===== src/rtl/prqs_pkg.sv =====
// ----------------------------------------------------------------------------
// prqs_pkg: shared types and constants
// Payload structs, request codes, sequencer states and memory write enables.
// ----------------------------------------------------------------------------
package prqs_pkg;

  localparam int unsigned PrioLevelsDef = 32;
  localparam int unsigned TaskSlotsDef  = 64;
  localparam int unsigned TaskW         = 6;
  localparam int unsigned PrioReqW      = 8;
  localparam int unsigned MaskW         = 32;

  typedef enum logic [1:0] {
    REQ_ADD    = 2'd0,
    REQ_REMOVE = 2'd1,
    REQ_PEEK   = 2'd2,
    REQ_SCHED  = 2'd3
  } req_e;

  typedef enum logic [7:0] {
    ST_IDLE     = 8'b0000_0001,
    ST_ENQ_RD   = 8'b0000_0010,
    ST_ENQ_WR   = 8'b0000_0100,
    ST_DEQ_RD   = 8'b0000_1000,
    ST_DEQ_WR   = 8'b0001_0000,
    ST_PICK_RD  = 8'b0010_0000,
    ST_PICK_DEC = 8'b0100_0000,
    ST_DONE     = 8'b1000_0000
  } state_e;

  typedef struct packed {
    logic [1:0]          req_type;
    logic [TaskW-1:0]    task_id;
    logic [PrioReqW-1:0] priority_req;
    logic                current_runs;
  } in_t;

  typedef struct packed {
    logic             accepted;
    logic             chosen_valid;
    logic [TaskW-1:0] chosen_task;
    logic             switched;
    logic             previous_valid;
    logic [TaskW-1:0] previous_task;
    logic [MaskW-1:0] ready_mask;
  } out_t;

  typedef struct packed {
    logic next_we;
    logic prev_we;
    logic prio_we;
  } slot_we_t;

  typedef struct packed {
    logic head_we;
    logic tail_we;
  } queue_we_t;

endpackage


===== src/rtl/prqs_slot_mem.sv =====
// ----------------------------------------------------------------------------
// prqs_slot_mem: per-slot link and priority memory
// Next link, previous link and stored priority; the next link has its own write
// address, the other two share one, and all share a registered read port.
// ----------------------------------------------------------------------------
module prqs_slot_mem
  import prqs_pkg::*;
#(
  parameter int unsigned SlotW = 6,
  parameter int unsigned PrioW = 5
) (
  input  logic             clk_i,
  input  slot_we_t         we_i,
  input  logic [SlotW-1:0] next_waddr_i,
  input  logic [SlotW:0]   next_wdata_i,
  input  logic [SlotW-1:0] pp_waddr_i,
  input  logic [SlotW:0]   prev_wdata_i,
  input  logic [PrioW-1:0] prio_wdata_i,
  input  logic [SlotW-1:0] raddr_i,
  output logic [SlotW:0]   next_rdata_o,
  output logic [SlotW:0]   prev_rdata_o,
  output logic [PrioW-1:0] prio_rdata_o
);

  localparam int unsigned Depth = 2 ** SlotW;

  logic [SlotW:0]   next_mem [Depth];
  logic [SlotW:0]   prev_mem [Depth];
  logic [PrioW-1:0] prio_mem [Depth];

  always_ff @(posedge clk_i) begin
    if (we_i.next_we) begin
      next_mem[next_waddr_i] <= next_wdata_i;
    end
    if (we_i.prev_we) begin
      prev_mem[pp_waddr_i] <= prev_wdata_i;
    end
    if (we_i.prio_we) begin
      prio_mem[pp_waddr_i] <= prio_wdata_i;
    end
    next_rdata_o <= next_mem[raddr_i];
    prev_rdata_o <= prev_mem[raddr_i];
    prio_rdata_o <= prio_mem[raddr_i];
  end

endmodule


===== src/rtl/prqs_queue_mem.sv =====
// ----------------------------------------------------------------------------
// prqs_queue_mem: per-priority head and tail memory
// One write and one registered read port for each of head and tail.
// ----------------------------------------------------------------------------
module prqs_queue_mem
  import prqs_pkg::*;
#(
  parameter int unsigned SlotW = 6,
  parameter int unsigned PrioW = 5
) (
  input  logic             clk_i,
  input  queue_we_t        we_i,
  input  logic [PrioW-1:0] head_waddr_i,
  input  logic [SlotW-1:0] head_wdata_i,
  input  logic [PrioW-1:0] tail_waddr_i,
  input  logic [SlotW-1:0] tail_wdata_i,
  input  logic [PrioW-1:0] head_raddr_i,
  input  logic [PrioW-1:0] tail_raddr_i,
  output logic [SlotW-1:0] head_rdata_o,
  output logic [SlotW-1:0] tail_rdata_o
);

  localparam int unsigned Depth = 2 ** PrioW;

  logic [SlotW-1:0] head_mem [Depth];
  logic [SlotW-1:0] tail_mem [Depth];

  always_ff @(posedge clk_i) begin
    if (we_i.head_we) begin
      head_mem[head_waddr_i] <= head_wdata_i;
    end
    if (we_i.tail_we) begin
      tail_mem[tail_waddr_i] <= tail_wdata_i;
    end
    head_rdata_o <= head_mem[head_raddr_i];
    tail_rdata_o <= tail_mem[tail_raddr_i];
  end

endmodule


===== src/rtl/priority_ready_queue_scheduler_top.sv =====
// ----------------------------------------------------------------------------
// priority_ready_queue_scheduler_top: bitmap priority ready-queue scheduler
// One FIFO ready queue per priority, kept as doubly linked task slots in
// memory, with a nonempty bitmap for picking the highest queue.
// ----------------------------------------------------------------------------
// The block takes one request transaction at a time and returns exactly one
// result transaction for it. A rejected request goes straight to the result
// step; add and remove run one link update each, peek reads the top head, and
// schedule stops after the pick when it is already the current task, else
// dequeues it, first requeueing the running current task when needed.
// Every link update is a read through the registered memory read ports and a
// write-back; a schedule chains pick, optional requeue and dequeue through them.
// A finished result sits in an output register, so a stalled consumer does not
// block accepting the next request; that result then waits in the done state,
// holding off further requests. Link and head/tail storage needs no clearing
// after reset; of the queue state only the slot-ready bits and bitmap reset.
module priority_ready_queue_scheduler_top
  import prqs_pkg::*;
#(
  parameter int unsigned PRIORITY_LEVELS = PrioLevelsDef,
  parameter int unsigned TASK_SLOTS      = TaskSlotsDef
) (
  input  logic clk_i,
  input  logic rst_ni,
  input  logic in_valid_i,
  output logic in_stall_o,
  input  in_t  in_data_i,
  output logic out_valid_o,
  input  logic out_stall_i,
  output out_t out_data_o
);

  localparam int unsigned SlotW     = $clog2(TASK_SLOTS);
  localparam int unsigned PrioW     = $clog2(PRIORITY_LEVELS);
  localparam int unsigned SlotDepth = 2 ** SlotW;

  // Sequencer and architectural state
  state_e                     state_q, state_d;
  in_t                        req_q, req_d;
  out_t                       res_q, res_d;
  out_t                       out_q, out_d;
  logic                       out_valid_q, out_valid_d;
  logic [SlotW-1:0]           op_t_q, op_t_d;
  logic [PrioW-1:0]           op_p_q, op_p_d;
  logic [SlotW-1:0]           pick_q, pick_d;
  logic                       sched_q, sched_d;
  logic [PRIORITY_LEVELS-1:0] ready_bits_q, ready_bits_d;
  logic [SlotDepth-1:0]       slot_ready_q, slot_ready_d;
  logic [SlotW-1:0]           cur_q, cur_d;
  logic                       cur_present_q, cur_present_d;

  // Memory ports
  slot_we_t         slot_we;
  logic [SlotW-1:0] next_waddr, pp_waddr, slot_raddr;
  logic [SlotW:0]   next_wdata, prev_wdata, next_rd, prev_rd;
  logic [PrioW-1:0] prio_wdata, prio_rd;
  queue_we_t        queue_we;
  logic [PrioW-1:0] head_waddr, tail_waddr, head_raddr, tail_raddr;
  logic [SlotW-1:0] head_wdata, tail_wdata, head_rd, tail_rd;

  logic             in_acc;
  logic [SlotW-1:0] in_slot;
  logic             in_ok;
  logic [PrioW-1:0] in_prio;
  logic [PrioW-1:0] top_prio;

  prqs_slot_mem #(.SlotW(SlotW), .PrioW(PrioW)) u_slot_mem (
    .clk_i        (clk_i),
    .we_i         (slot_we),
    .next_waddr_i (next_waddr),
    .next_wdata_i (next_wdata),
    .pp_waddr_i   (pp_waddr),
    .prev_wdata_i (prev_wdata),
    .prio_wdata_i (prio_wdata),
    .raddr_i      (slot_raddr),
    .next_rdata_o (next_rd),
    .prev_rdata_o (prev_rd),
    .prio_rdata_o (prio_rd)
  );

  prqs_queue_mem #(.SlotW(SlotW), .PrioW(PrioW)) u_queue_mem (
    .clk_i        (clk_i),
    .we_i         (queue_we),
    .head_waddr_i (head_waddr),
    .head_wdata_i (head_wdata),
    .tail_waddr_i (tail_waddr),
    .tail_wdata_i (tail_wdata),
    .head_raddr_i (head_raddr),
    .tail_raddr_i (tail_raddr),
    .head_rdata_o (head_rd),
    .tail_rdata_o (tail_rd)
  );

  // Accept a request only while the sequencer rests
  assign in_stall_o  = (state_q != ST_IDLE);
  assign in_acc      = in_valid_i && !in_stall_o;
  assign out_valid_o = out_valid_q;
  assign out_data_o  = out_q;

  // Decode the incoming slot and clamp the priority to the top level
  assign in_slot = SlotW'(in_data_i.task_id);
  assign in_ok   = (32'(in_data_i.task_id) < 32'(TASK_SLOTS));
  assign in_prio = (32'(in_data_i.priority_req) >= 32'(PRIORITY_LEVELS)) ?
                   PrioW'(PRIORITY_LEVELS - 1) : PrioW'(in_data_i.priority_req);

  // Highest nonempty queue
  always_comb begin
    top_prio = '0;
    for (int p = 0; p < PRIORITY_LEVELS; p++) begin
      if (ready_bits_q[p]) begin
        top_prio = PrioW'(p);
      end
    end
  end

  always_comb begin
    state_d       = state_q;
    req_d         = req_q;
    res_d         = res_q;
    out_d         = out_q;
    out_valid_d   = out_valid_q;
    op_t_d        = op_t_q;
    op_p_d        = op_p_q;
    pick_d        = pick_q;
    sched_d       = sched_q;
    ready_bits_d  = ready_bits_q;
    slot_ready_d  = slot_ready_q;
    cur_d         = cur_q;
    cur_present_d = cur_present_q;

    slot_we    = '0;
    next_waddr = op_t_q;
    next_wdata = '0;
    pp_waddr   = op_t_q;
    prev_wdata = '0;
    prio_wdata = op_p_q;
    slot_raddr = op_t_q;
    queue_we   = '0;
    head_waddr = op_p_q;
    head_wdata = op_t_q;
    tail_waddr = op_p_q;
    tail_wdata = op_t_q;
    head_raddr = top_prio;
    tail_raddr = op_p_q;

    // Drop the output once the consumer takes it
    if (out_valid_q && !out_stall_i) begin
      out_valid_d = 1'b0;
    end

    case (state_q)
      ST_IDLE: begin
        if (in_acc) begin
          req_d   = in_data_i;
          res_d   = '0;
          sched_d = 1'b0;
          op_t_d  = in_slot;
          op_p_d  = in_prio;
          state_d = ST_DONE;
          case (req_e'(in_data_i.req_type))
            REQ_ADD: begin
              if (in_ok && !slot_ready_q[in_slot]) begin
                res_d.accepted = 1'b1;
                state_d        = ST_ENQ_RD;
              end
            end
            REQ_REMOVE: begin
              if (in_ok && slot_ready_q[in_slot]) begin
                res_d.accepted = 1'b1;
                state_d        = ST_DEQ_RD;
              end
            end
            default: begin
              if (|ready_bits_q) begin
                state_d = ST_PICK_RD;
              end
            end
          endcase
        end
      end

      ST_ENQ_RD: begin
        // New tail: terminate its next link, fetch the old tail
        slot_we.next_we = 1'b1;
        next_waddr      = op_t_q;
        next_wdata      = '0;
        tail_raddr      = op_p_q;
        state_d         = ST_ENQ_WR;
      end

      ST_ENQ_WR: begin
        slot_we.prev_we = 1'b1;
        slot_we.prio_we = 1'b1;
        pp_waddr        = op_t_q;
        prio_wdata      = op_p_q;
        if (ready_bits_q[op_p_q]) begin
          prev_wdata      = {1'b1, tail_rd};
          slot_we.next_we = 1'b1;
          next_waddr      = tail_rd;
          next_wdata      = {1'b1, op_t_q};
        end else begin
          prev_wdata       = '0;
          queue_we.head_we = 1'b1;
          head_waddr       = op_p_q;
          head_wdata       = op_t_q;
        end
        queue_we.tail_we       = 1'b1;
        tail_waddr             = op_p_q;
        tail_wdata             = op_t_q;
        ready_bits_d[op_p_q]   = 1'b1;
        slot_ready_d[op_t_q]   = 1'b1;
        if (sched_q) begin
          op_t_d  = pick_q;
          state_d = ST_DEQ_RD;
        end else begin
          state_d = ST_DONE;
        end
      end

      ST_DEQ_RD: begin
        slot_raddr = op_t_q;
        state_d    = ST_DEQ_WR;
      end

      ST_DEQ_WR: begin
        // Unlink: bridge the neighbors or move head/tail
        if (prev_rd[SlotW]) begin
          slot_we.next_we = 1'b1;
          next_waddr      = prev_rd[SlotW-1:0];
          next_wdata      = next_rd;
        end else begin
          queue_we.head_we = 1'b1;
          head_waddr       = prio_rd;
          head_wdata       = next_rd[SlotW-1:0];
        end
        if (next_rd[SlotW]) begin
          slot_we.prev_we = 1'b1;
          pp_waddr        = next_rd[SlotW-1:0];
          prev_wdata      = prev_rd;
        end else begin
          queue_we.tail_we = 1'b1;
          tail_waddr       = prio_rd;
          tail_wdata       = prev_rd[SlotW-1:0];
        end
        if (!prev_rd[SlotW] && !next_rd[SlotW]) begin
          ready_bits_d[prio_rd] = 1'b0;
        end
        slot_ready_d[op_t_q] = 1'b0;
        if (sched_q) begin
          res_d.switched       = 1'b1;
          res_d.previous_valid = cur_present_q;
          res_d.previous_task  = cur_present_q ? TaskW'(cur_q) : '0;
          cur_d                = op_t_q;
          cur_present_d        = 1'b1;
        end
        state_d = ST_DONE;
      end

      ST_PICK_RD: begin
        // Fetch the top head and the current task's stored priority
        head_raddr = top_prio;
        slot_raddr = cur_q;
        state_d    = ST_PICK_DEC;
      end

      ST_PICK_DEC: begin
        res_d.accepted     = 1'b1;
        res_d.chosen_valid = 1'b1;
        res_d.chosen_task  = TaskW'(head_rd);
        pick_d             = head_rd;
        state_d            = ST_DONE;
        if (req_e'(req_q.req_type) == REQ_SCHED &&
            !(cur_present_q && cur_q == head_rd)) begin
          sched_d = 1'b1;
          if (cur_present_q && req_q.current_runs && !slot_ready_q[cur_q]) begin
            op_t_d  = cur_q;
            op_p_d  = prio_rd;
            state_d = ST_ENQ_RD;
          end else begin
            op_t_d  = head_rd;
            state_d = ST_DEQ_RD;
          end
        end
      end

      ST_DONE: begin
        // Hold the result here until the output register is free
        if (!out_valid_q || !out_stall_i) begin
          out_d            = res_q;
          out_d.ready_mask = MaskW'(ready_bits_q);
          out_valid_d      = 1'b1;
          state_d          = ST_IDLE;
        end
      end

      default: begin
        state_d = ST_IDLE;
      end
    endcase
  end

  always_ff @(posedge clk_i or negedge rst_ni) begin
    if (!rst_ni) begin
      state_q       <= ST_IDLE;
      out_valid_q   <= 1'b0;
      ready_bits_q  <= '0;
      slot_ready_q  <= '0;
      cur_q         <= '0;
      cur_present_q <= 1'b0;
      sched_q       <= 1'b0;
    end else begin
      state_q       <= state_d;
      out_valid_q   <= out_valid_d;
      ready_bits_q  <= ready_bits_d;
      slot_ready_q  <= slot_ready_d;
      cur_q         <= cur_d;
      cur_present_q <= cur_present_d;
      sched_q       <= sched_d;
    end
  end

  always_ff @(posedge clk_i) begin
    req_q  <= req_d;
    res_q  <= res_d;
    out_q  <= out_d;
    op_t_q <= op_t_d;
    op_p_q <= op_p_d;
    pick_q <= pick_d;
  end

  // Assertions
  a_state_onehot : assert property (@(posedge clk_i) disable iff (!rst_ni)
    $onehot(state_q))
    else $error("sequencer state not one-hot");

  a_empty_bitmap : assert property (@(posedge clk_i) disable iff (!rst_ni)
    (ready_bits_q == '0) |-> (slot_ready_q == '0))
    else $error("ready slot present with empty bitmap");

  a_switch_fields : assert property (@(posedge clk_i) disable iff (!rst_ni)
    (out_valid_o && out_data_o.switched) |->
      (out_data_o.accepted && out_data_o.chosen_valid))
    else $error("switch reported without a chosen task");

  a_done_delivers : assert property (@(posedge clk_i) disable iff (!rst_ni)
    (state_q == ST_DONE && !(out_valid_o && out_stall_i)) |=>
      (out_valid_o && state_q == ST_IDLE))
    else $error("result not delivered from done state");

endmodule


===== config.mk =====
export PLATFORM = sky130hd
export DESIGN_NAME = priority_ready_queue_scheduler_top
export DESIGN_NICKNAME = d
export VERILOG_FILES = /design/src/rtl/prqs_pkg.sv /design/src/rtl/prqs_slot_mem.sv /design/src/rtl/prqs_queue_mem.sv /design/src/rtl/priority_ready_queue_scheduler_top.sv
export SDC_FILE = /design/constraint.sdc
export NUM_CORES = 2
export LEC_CHECK = 0
export ABC_AREA = 1
export BUFFER_PORTS_ARGS = -buffer_cell sky130_fd_sc_hd__buf_2
export CAP_MARGIN = 20
export CORE_MARGIN = 2
export CORE_UTILIZATION = 32
export CTS_CLUSTER_DIAMETER = 40
export DETAILED_ROUTE_END_ITERATION = 8
export GPL_TIMING_DRIVEN = 1
export PLACE_DENSITY_LB_ADDON = 0.12
export SYNTH_ARGS = -nofsm -noshare
export SYNTH_HDL_FRONTEND = slang
export SYNTH_HIERARCHICAL = 1
export SYNTH_SLANG_ARGS = --single-unit
export TNS_END_PERCENT = 10

===== constraint.sdc =====
create_clock -name clk_i -period 6.6 [get_ports clk_i]
set_input_delay 1.32 -clock clk_i [delete_from_list [all_inputs] [get_ports clk_i]]
set_output_delay 1.32 -clock clk_i [all_outputs]
set_load 0.005 [all_outputs]

=== After elaboration in Yosys (flattened, before gate mapping) ===
Memory sizes are Yosys's and may differ from the RTL's. A register that Yosys moved wholly into a read port is not among the register bits.
Index checks and enable logic that the tools add are counted.

* Register bits after elaboration: 197
* Memory bits (writable): 1600
* Input port bits: 21
* Output and inout port bits: 50
* Logic and storage cells: 218
* Memories kept: 5

{| class="wikitable"
|+ Memories
! name !! depth !! bits a word !! read ports !! clocked after Yosys merged registers in !! wr ports !! RTL line !! text
|-
| u_slot_mem.next_mem || 64 || 7 || 1 || 1 || 1 || prqs_slot_mem.sv:27 || <nowiki>logic [SlotW:0] next_mem [Depth];</nowiki>
|-
| u_slot_mem.prev_mem || 64 || 7 || 1 || 1 || 1 || prqs_slot_mem.sv:28 || <nowiki>logic [SlotW:0] prev_mem [Depth];</nowiki>
|-
| u_slot_mem.prio_mem || 64 || 5 || 1 || 1 || 1 || prqs_slot_mem.sv:29 || <nowiki>logic [PrioW-1:0] prio_mem [Depth];</nowiki>
|-
| u_queue_mem.head_mem || 32 || 6 || 1 || 1 || 1 || prqs_queue_mem.sv:25 || <nowiki>logic [SlotW-1:0] head_mem [Depth];</nowiki>
|-
| u_queue_mem.tail_mem || 32 || 6 || 1 || 1 || 1 || prqs_queue_mem.sv:26 || <nowiki>logic [SlotW-1:0] tail_mem [Depth];</nowiki>
|}

* $lt $le $gt $ge: 9
* Equality and inequality tests: 19
* Mux-type cells: 120
* Bitwise operators: 6
* Reduce and logical (&&, ||, !) cells: 34

{| class="wikitable"
|+ Operators with widths
! cell !! count
|-
| $mux W5 || 36
|-
| $pmux W64 S2 || 1
|-
| $mux W6 || 14
|-
| $and A64 B64 Y64 || 1
|-
| $mux W8 || 8
|-
| $not A64 Y64 || 1
|-
| $or A64 B64 Y64 || 1
|-
| $pmux W32 S2 || 1
|-
| $pmux W8 S8 || 1
|-
| $mux W48 || 1
|-
| $pmux W8 S2 || 3
|-
| $and A32 B32 Y32 || 1
|-
| $mux W32 || 1
|-
| $not A32 Y32 || 1
|-
| $or A32 B32 Y32 || 1
|-
| $reduce_or A32 Y1 || 1
|-
| $mux W1 || 31
|-
| $mux W7 || 4
|-
| $pmux W7 S2 || 2
|-
| $lt A6 B7 Y1 const B || 3
|-
| $pmux W6 S3 || 1
|-
| $ne A2 B2 Y1 const B || 7
|-
| $bmux W1 S6 || 2
|-
| $lt A5 B6 Y1 const B || 2
|-
| other kinds (34) || 63
|}

=== Depth between registers and ports, before layout ===
* Depth in word-level cells: 31
* Gate-level depth with buffers: 43
* Depth with buffers taken out: 40

=== By module ===
Netlist, hierarchy kept.

{| class="wikitable"
|+ By module, submodules not included
! module !! instances !! cells each !! area an instance (um^2)
|-
| prqs_slot_mem || 1 || 4345 || 50490.9
|-
| prqs_queue_mem || 1 || 1408 || 16153.0
|-
| priority_ready_queue_scheduler_top || 1 || 1249 || 10416.2
|}

=== Worst setup path before layout ===
OpenSTA, ideal clock, no wires.

* Path kind: register to register
* Start: register op_p_q[1]
* End: memory u_slot_mem/next_mem[0][0] in the netlist's numbering, data pin
* Setup time: 0.729 ns
* Arrival: 4.260 ns
* Required time: 5.871 ns
* Slack: 1.610 ns
* Stages on the path, launching flop included: 11
* Buffers on the path: 1
* Period minus slack after synthesis: 4.990 ns
* Path through: edfxtp_1 buf_2 inv_1 nor2_1 clkinv_1 o221ai_1 a22o_1 nor4_2 nor2_2 inv_2 o32ai_1

* Longest elaborated chain between the ends: 4

{| class="wikitable"
|+ Ends and longest elaborated chain
! element !! RTL line !! text
|-
| start, declared || priority_ready_queue_scheduler_top.sv:44 || <nowiki>logic [PrioW-1:0] op_p_q, op_p_d;</nowiki>
|-
| start signal, assigned || priority_ready_queue_scheduler_top.sv:327 || <nowiki>op_p_q <= op_p_d;</nowiki>
|-
| $bmux W1 S5 || priority_ready_queue_scheduler_top.sv:196 || <nowiki>if (ready_bits_q[op_p_q]) begin</nowiki>
|-
| $mux W1 (implied by the code) || priority_ready_queue_scheduler_top.sv:196 ||
|-
| $mux W7 || priority_ready_queue_scheduler_top.sv:196 ||
|-
| $pmux W7 S2 || priority_ready_queue_scheduler_top.sv:151 || <nowiki>case (state_q)</nowiki>
|-
| named net next_wdata[0] || priority_ready_queue_scheduler_top.sv:55 || <nowiki>logic [SlotW:0] next_wdata, prev_wdata, next_rd, prev_rd;</nowiki>
|-
| end, declared || prqs_slot_mem.sv:27 ||
|}

The timed path passes the listed nets, and every way through them passes these cells. The select of a mux whose other input is x is not followed.

=== Final worst setup path ===
* Start: register op_p_q[0]
* End: memory u_slot_mem/next_mem[49][0] in the netlist's numbering, enable pin

{| class="wikitable"
|+ RTL lines
! element !! RTL line !! text
|-
| $bmux W1 S5 || priority_ready_queue_scheduler_top.sv:196 ||
|-
| $mux W1 (implied by the code) || priority_ready_queue_scheduler_top.sv:196 ||
|-
| $mux W6 || priority_ready_queue_scheduler_top.sv:196 ||
|-
| $pmux W6 S2 || priority_ready_queue_scheduler_top.sv:151 ||
|-
| named net next_waddr[5] || priority_ready_queue_scheduler_top.sv:54 || <nowiki>logic [SlotW-1:0] next_waddr, pp_waddr, slot_raddr;</nowiki>
|}

The timed path passes the listed nets, and every way through them passes these cells. The select of a mux whose other input is x is not followed.

==> impl_metrics.tcl <==
set metrics [dict create \
    hold_path_class "register to register" \
    routedWlPerCell_microns 22.37 \
    switchingPower_mw 13.86 \
    path_buf_inv 1 \
    htreeDepth 5 \
    skew_ns 0.08780 \
    port_buffers 70 \
    track_usage_pct 19.00 \
    async_flop_share_pct 6.182 \
    syn_to_final_growth_pct 18.94 \
    vias 52910 \
    drtIter0Drc 4536 \
    reg2reg_depth 12 \
    cp.required_ns 7.11 \
    setup_slack_ns 1.623 \
    cp.depth 12 \
    slowest_stage "nor4_2" \
    holdBufCountCts 0 \
    dp_hpwl_microns 136400 \
    p_clk_share_pct 41.4 \
    postSynthAreaPerCell_sq_um 11.01 \
    path_clk_slew_ns 0.05 \
    grt_max_degree 224 \
    grt_pass1_vias 52100 \
    drt-total-wl_microns 236200 \
    report.final.hold_viol_count 0 \
    drive_above_1_share_pct 10.98 \
    nNetsFinal 7138 \
    gp_congestion 0.8318 \
    r2r_slack_ns 1.62 \
    start_kind "register" \
    cts_setup_buffers 0 \
    clkLatencyLatePin_ns 0.95 \
    crit_end "u_slot_mem/next_mem[49][0]" \
    crit_fanout 9 \
    die_y_microns 494.7 \
    cp_common_cell "nand2_1" \
    period_minus_slack_ns 4.977 \
    die_x_microns 494.7 \
    p_per_area_nw_per_um2 441.6 \
    synth_edf_count 1684 \
    regArea_sq_um 54020 \
    row_count 180 \
    ys_seq_area_share_pct 70.10 \
    dpl.cell_count 9956 \
    clkSinkCount 1828 \
    timing.rr.end "u_slot_mem/next_mem[49][0]" \
    drt_pass1_iterations 6 \
    fmax_mhz 200.9 \
    slowest_delay_ns 0.86 \
    swShare_pct 34.25 \
    p_comb_share_pct 25.3 \
    cp_cell_sequence "inv_1, nor2_2, a22oi_2, o221ai_1, a22o_1, nor4_2, nand2_1, nand2_1, nor2_4, o221ai_2, nand3_1, nor2_1" \
    power_frac_seq_pct 33.3 \
    crit_start "op_p_q[0]" \
    cp_top_family "simple AND/OR/NAND/NOR gates" \
    tns_ns 0 \
    io_pins 71 \
    setup_viol 0 \
    vdd_drop_max_v 0.0002917 \
    dieArea_sq_um 244800 \
    drv_slew 0 \
    internal_power_mw 26.62 \
    route.detailed.drc 0 \
    timing.final.crit_share_pct 75.41 \
    cts-resized-gates 0 \
    worstSetupPathType "register to register" \
    cts_buffer_depth 4 \
    synth_ff_type "edfxtp_1" \
    pre_cts_slack_ns 1.637 \
    synth_cell_types 52 \
    maxCapViolCount 0 \
    postSynthNetCount 7023 \
    regToRegStartpoint "op_p_q[0]" \
    ant_nets 0 \
    grt_antenna_before_repair 13 \
    cts_root_buffer "clkbuf_16" \
    grt_pass1_wl_microns 347700 \
    crit_path_end_kind "register" \
    synth_seq_cells 1828 \
    yosysWarnings 6 \
    power.leakage_nw 32.66 \
    drt-vias-per-instance 5.012 \
    multiInputGateArea_sq_um 20340 \
    cts_buffers 325 \
    worst_slew_pin_slew_ns 1.117 \
    gr-total-overflow 0 \
    start_util_pct 32.10 \
    rsz0062_at_grt "no" \
    status "completed" \
    nFillCells 23600 \
    coreArea_sq_um 240100 \
    cp.arrival_ns 5.49 \
    slew_headroom_pct 24.93 \
    final_cells 10560 \
    cts_tree "built" \
    syn_inst 7002 \
    syn_area_sq_um 77060 \
]
==> final cells by class <==
cell class / count / area share (%)
Antenna cell: 2 / 0.005460
Clock buffer: 367 / 9.287
Clock inverter: 214 / 2.640
Inverter: 211 / 0.9010
Multi-Input combinational cell: 4551 / 22.19
Sequential cell: 1828 / 58.93
Tap cell: 3185 / 4.348
Timing Repair Buffer: 200 / 1.695
==> worst min-delay path by stage <==
stage                     startpoint  cells past startpoint  slack, ns        endpoint
after floorplan            res_q[32]                      0       0.40  out_data_o[32]
after detailed placement   res_q[40]                      0       0.41  out_data_o[40]
after CTS                  res_q[42]                      0       0.40  out_data_o[42]
after global routing       res_q[42]                      0       0.41  out_data_o[42]
final                      res_q[42]                      0       0.41  out_data_o[42]
after global placement     res_q[42]                      0       0.40  out_data_o[42]
==> metal layers <==
layer  wire [microns]  part of all wire [%]  GRT usage (%)  vias to the layer above
li1                 -                     -              -                    24840
met4             7309                   3.1          6.481                        0
met3            12560                   5.3          3.307                      448
met2           108000                    46          29.67                     1545
met1           108300                    46          26.64                    26080
met5                0                     0              0                        -
==> registers in the layout (all words and copies together), names as in the netlist, 3 cells and up, named ones only <==
register / flops
u_slot_mem/prio_rdata_o: 5
u_queue_mem/head_rdata_o: 6
pick_q: 6
op_t_q: 6
u_slot_mem/prio_mem: 320
op_p_q: 5
u_queue_mem/head_mem: 192
state_q: 8
ready_bits_q: 32
cur_q: 6
u_slot_mem/next_rdata_o: 7
u_slot_mem/prev_rdata_o: 7
u_slot_mem/next_mem: 448
res_q: 16
u_slot_mem/prev_mem: 448
out_data_o: 48
u_queue_mem/tail_mem: 192
u_queue_mem/tail_rdata_o: 6
req_q: 3
==> power by group through the flow <==
| stage | Sequential, mW | Clock, mW | Combinational, mW |
|---|---|---|---|
| 6_report | 13.5 | 16.8 | 10.2 |
| 5_1_grt | 13.5 | 17.6 | 11.4 |
| 4_1_cts | 13.5 | 17.1 | 10.3 |
| 3_5_place_dp | 13.7 | 0 | 10.3 |
| 3_3_place_gp | 13.7 | 0 | 10.3 |
| 2_1_floorplan | 13.6 | 0 | 6.73 |
==> cell usage in the layout (no fill, tap or decap), drive strengths merged, types with 2 or more instances in the layout <==
cell type,n
o21a,21
a211oi,4
nor3,138
a21oi,85
clkinvlp,32
a22oi,9
o21ai,210
o211ai,10
a22o,4
diode,2
dfrtp,112
inv,259
buf,192
dfxtp,31
a221oi,14
clkbuf,375
nor2,288
nand2,2318
a31oi,4
clkinv,96
nor4,8
nand3b,3
o31ai,2
bufinv,38
o221ai,20
edfxtp,1684
nand3,1383
o22ai,8
nand4,13
==> worst reg2reg max path, cell delays in order (launching register included) <==
cell and delay, ns:
edfxtp_1 0.59, inv_1 0.18, nor2_2 0.13, a22oi_2 0.16, o221ai_1 0.16, a22o_1 0.26, nor4_2 0.86, nand2_1 0.12
nand2_1 0.39, nor2_4 0.13, o221ai_2 0.38, nand3_1 0.57, nor2_1 0.66
==> kinds of logic (layout without fill, tap and decap cells) <==
logic type,after synthesis,after routing,synth area share [%]
compound gates,397,397,3.018
buf+inv,623,992,3.957
other cells,0,2,0
flops,1828,1828,70.10
simple gates,4152,4152,22.90
xor+xnor,1,1,0.01137
mux,1,1,0.01461
==> through the flow <==
stage               hold WS (ns)  utilization (%)  total power, mW  area [sq um]
finish                    0.4071            38.18            40.48         91660
global route              0.4147            38.18            42.49         91660
detailed placement        0.4098            33.56            24.00         80570
floorplan                 0.4003                -            20.29         77060
CTS                       0.3987            38.11            40.90         91500
global placement          0.4003            33.53            24.00         80490
==> cells in the mapped netlist, types with 19 or more instances <==
cell type | instances | area, sq um
o21a_1 | 21 | 157.7
nand3_1 | 1383 | 6922
buf_1 | 19 | 71.32
edfxtp_1 | 1684 | 50570
nor2_1 | 278 | 1044
o21ai_0 | 198 | 991.0
a21oi_1 | 85 | 425.4
nor3_1 | 137 | 685.7
inv_1 | 184 | 690.7
inv_2 | 20 | 75.07
buf_6 | 34 | 382.9
clkbuf_1 | 93 | 349.1
buf_2 | 223 | 1116
buf_4 | 42 | 315.3
dfrtp_1 | 112 | 2803
dfxtp_1 | 31 | 620.6
nand2_1 | 2316 | 8693
Power figures use the tool's default switching activity.
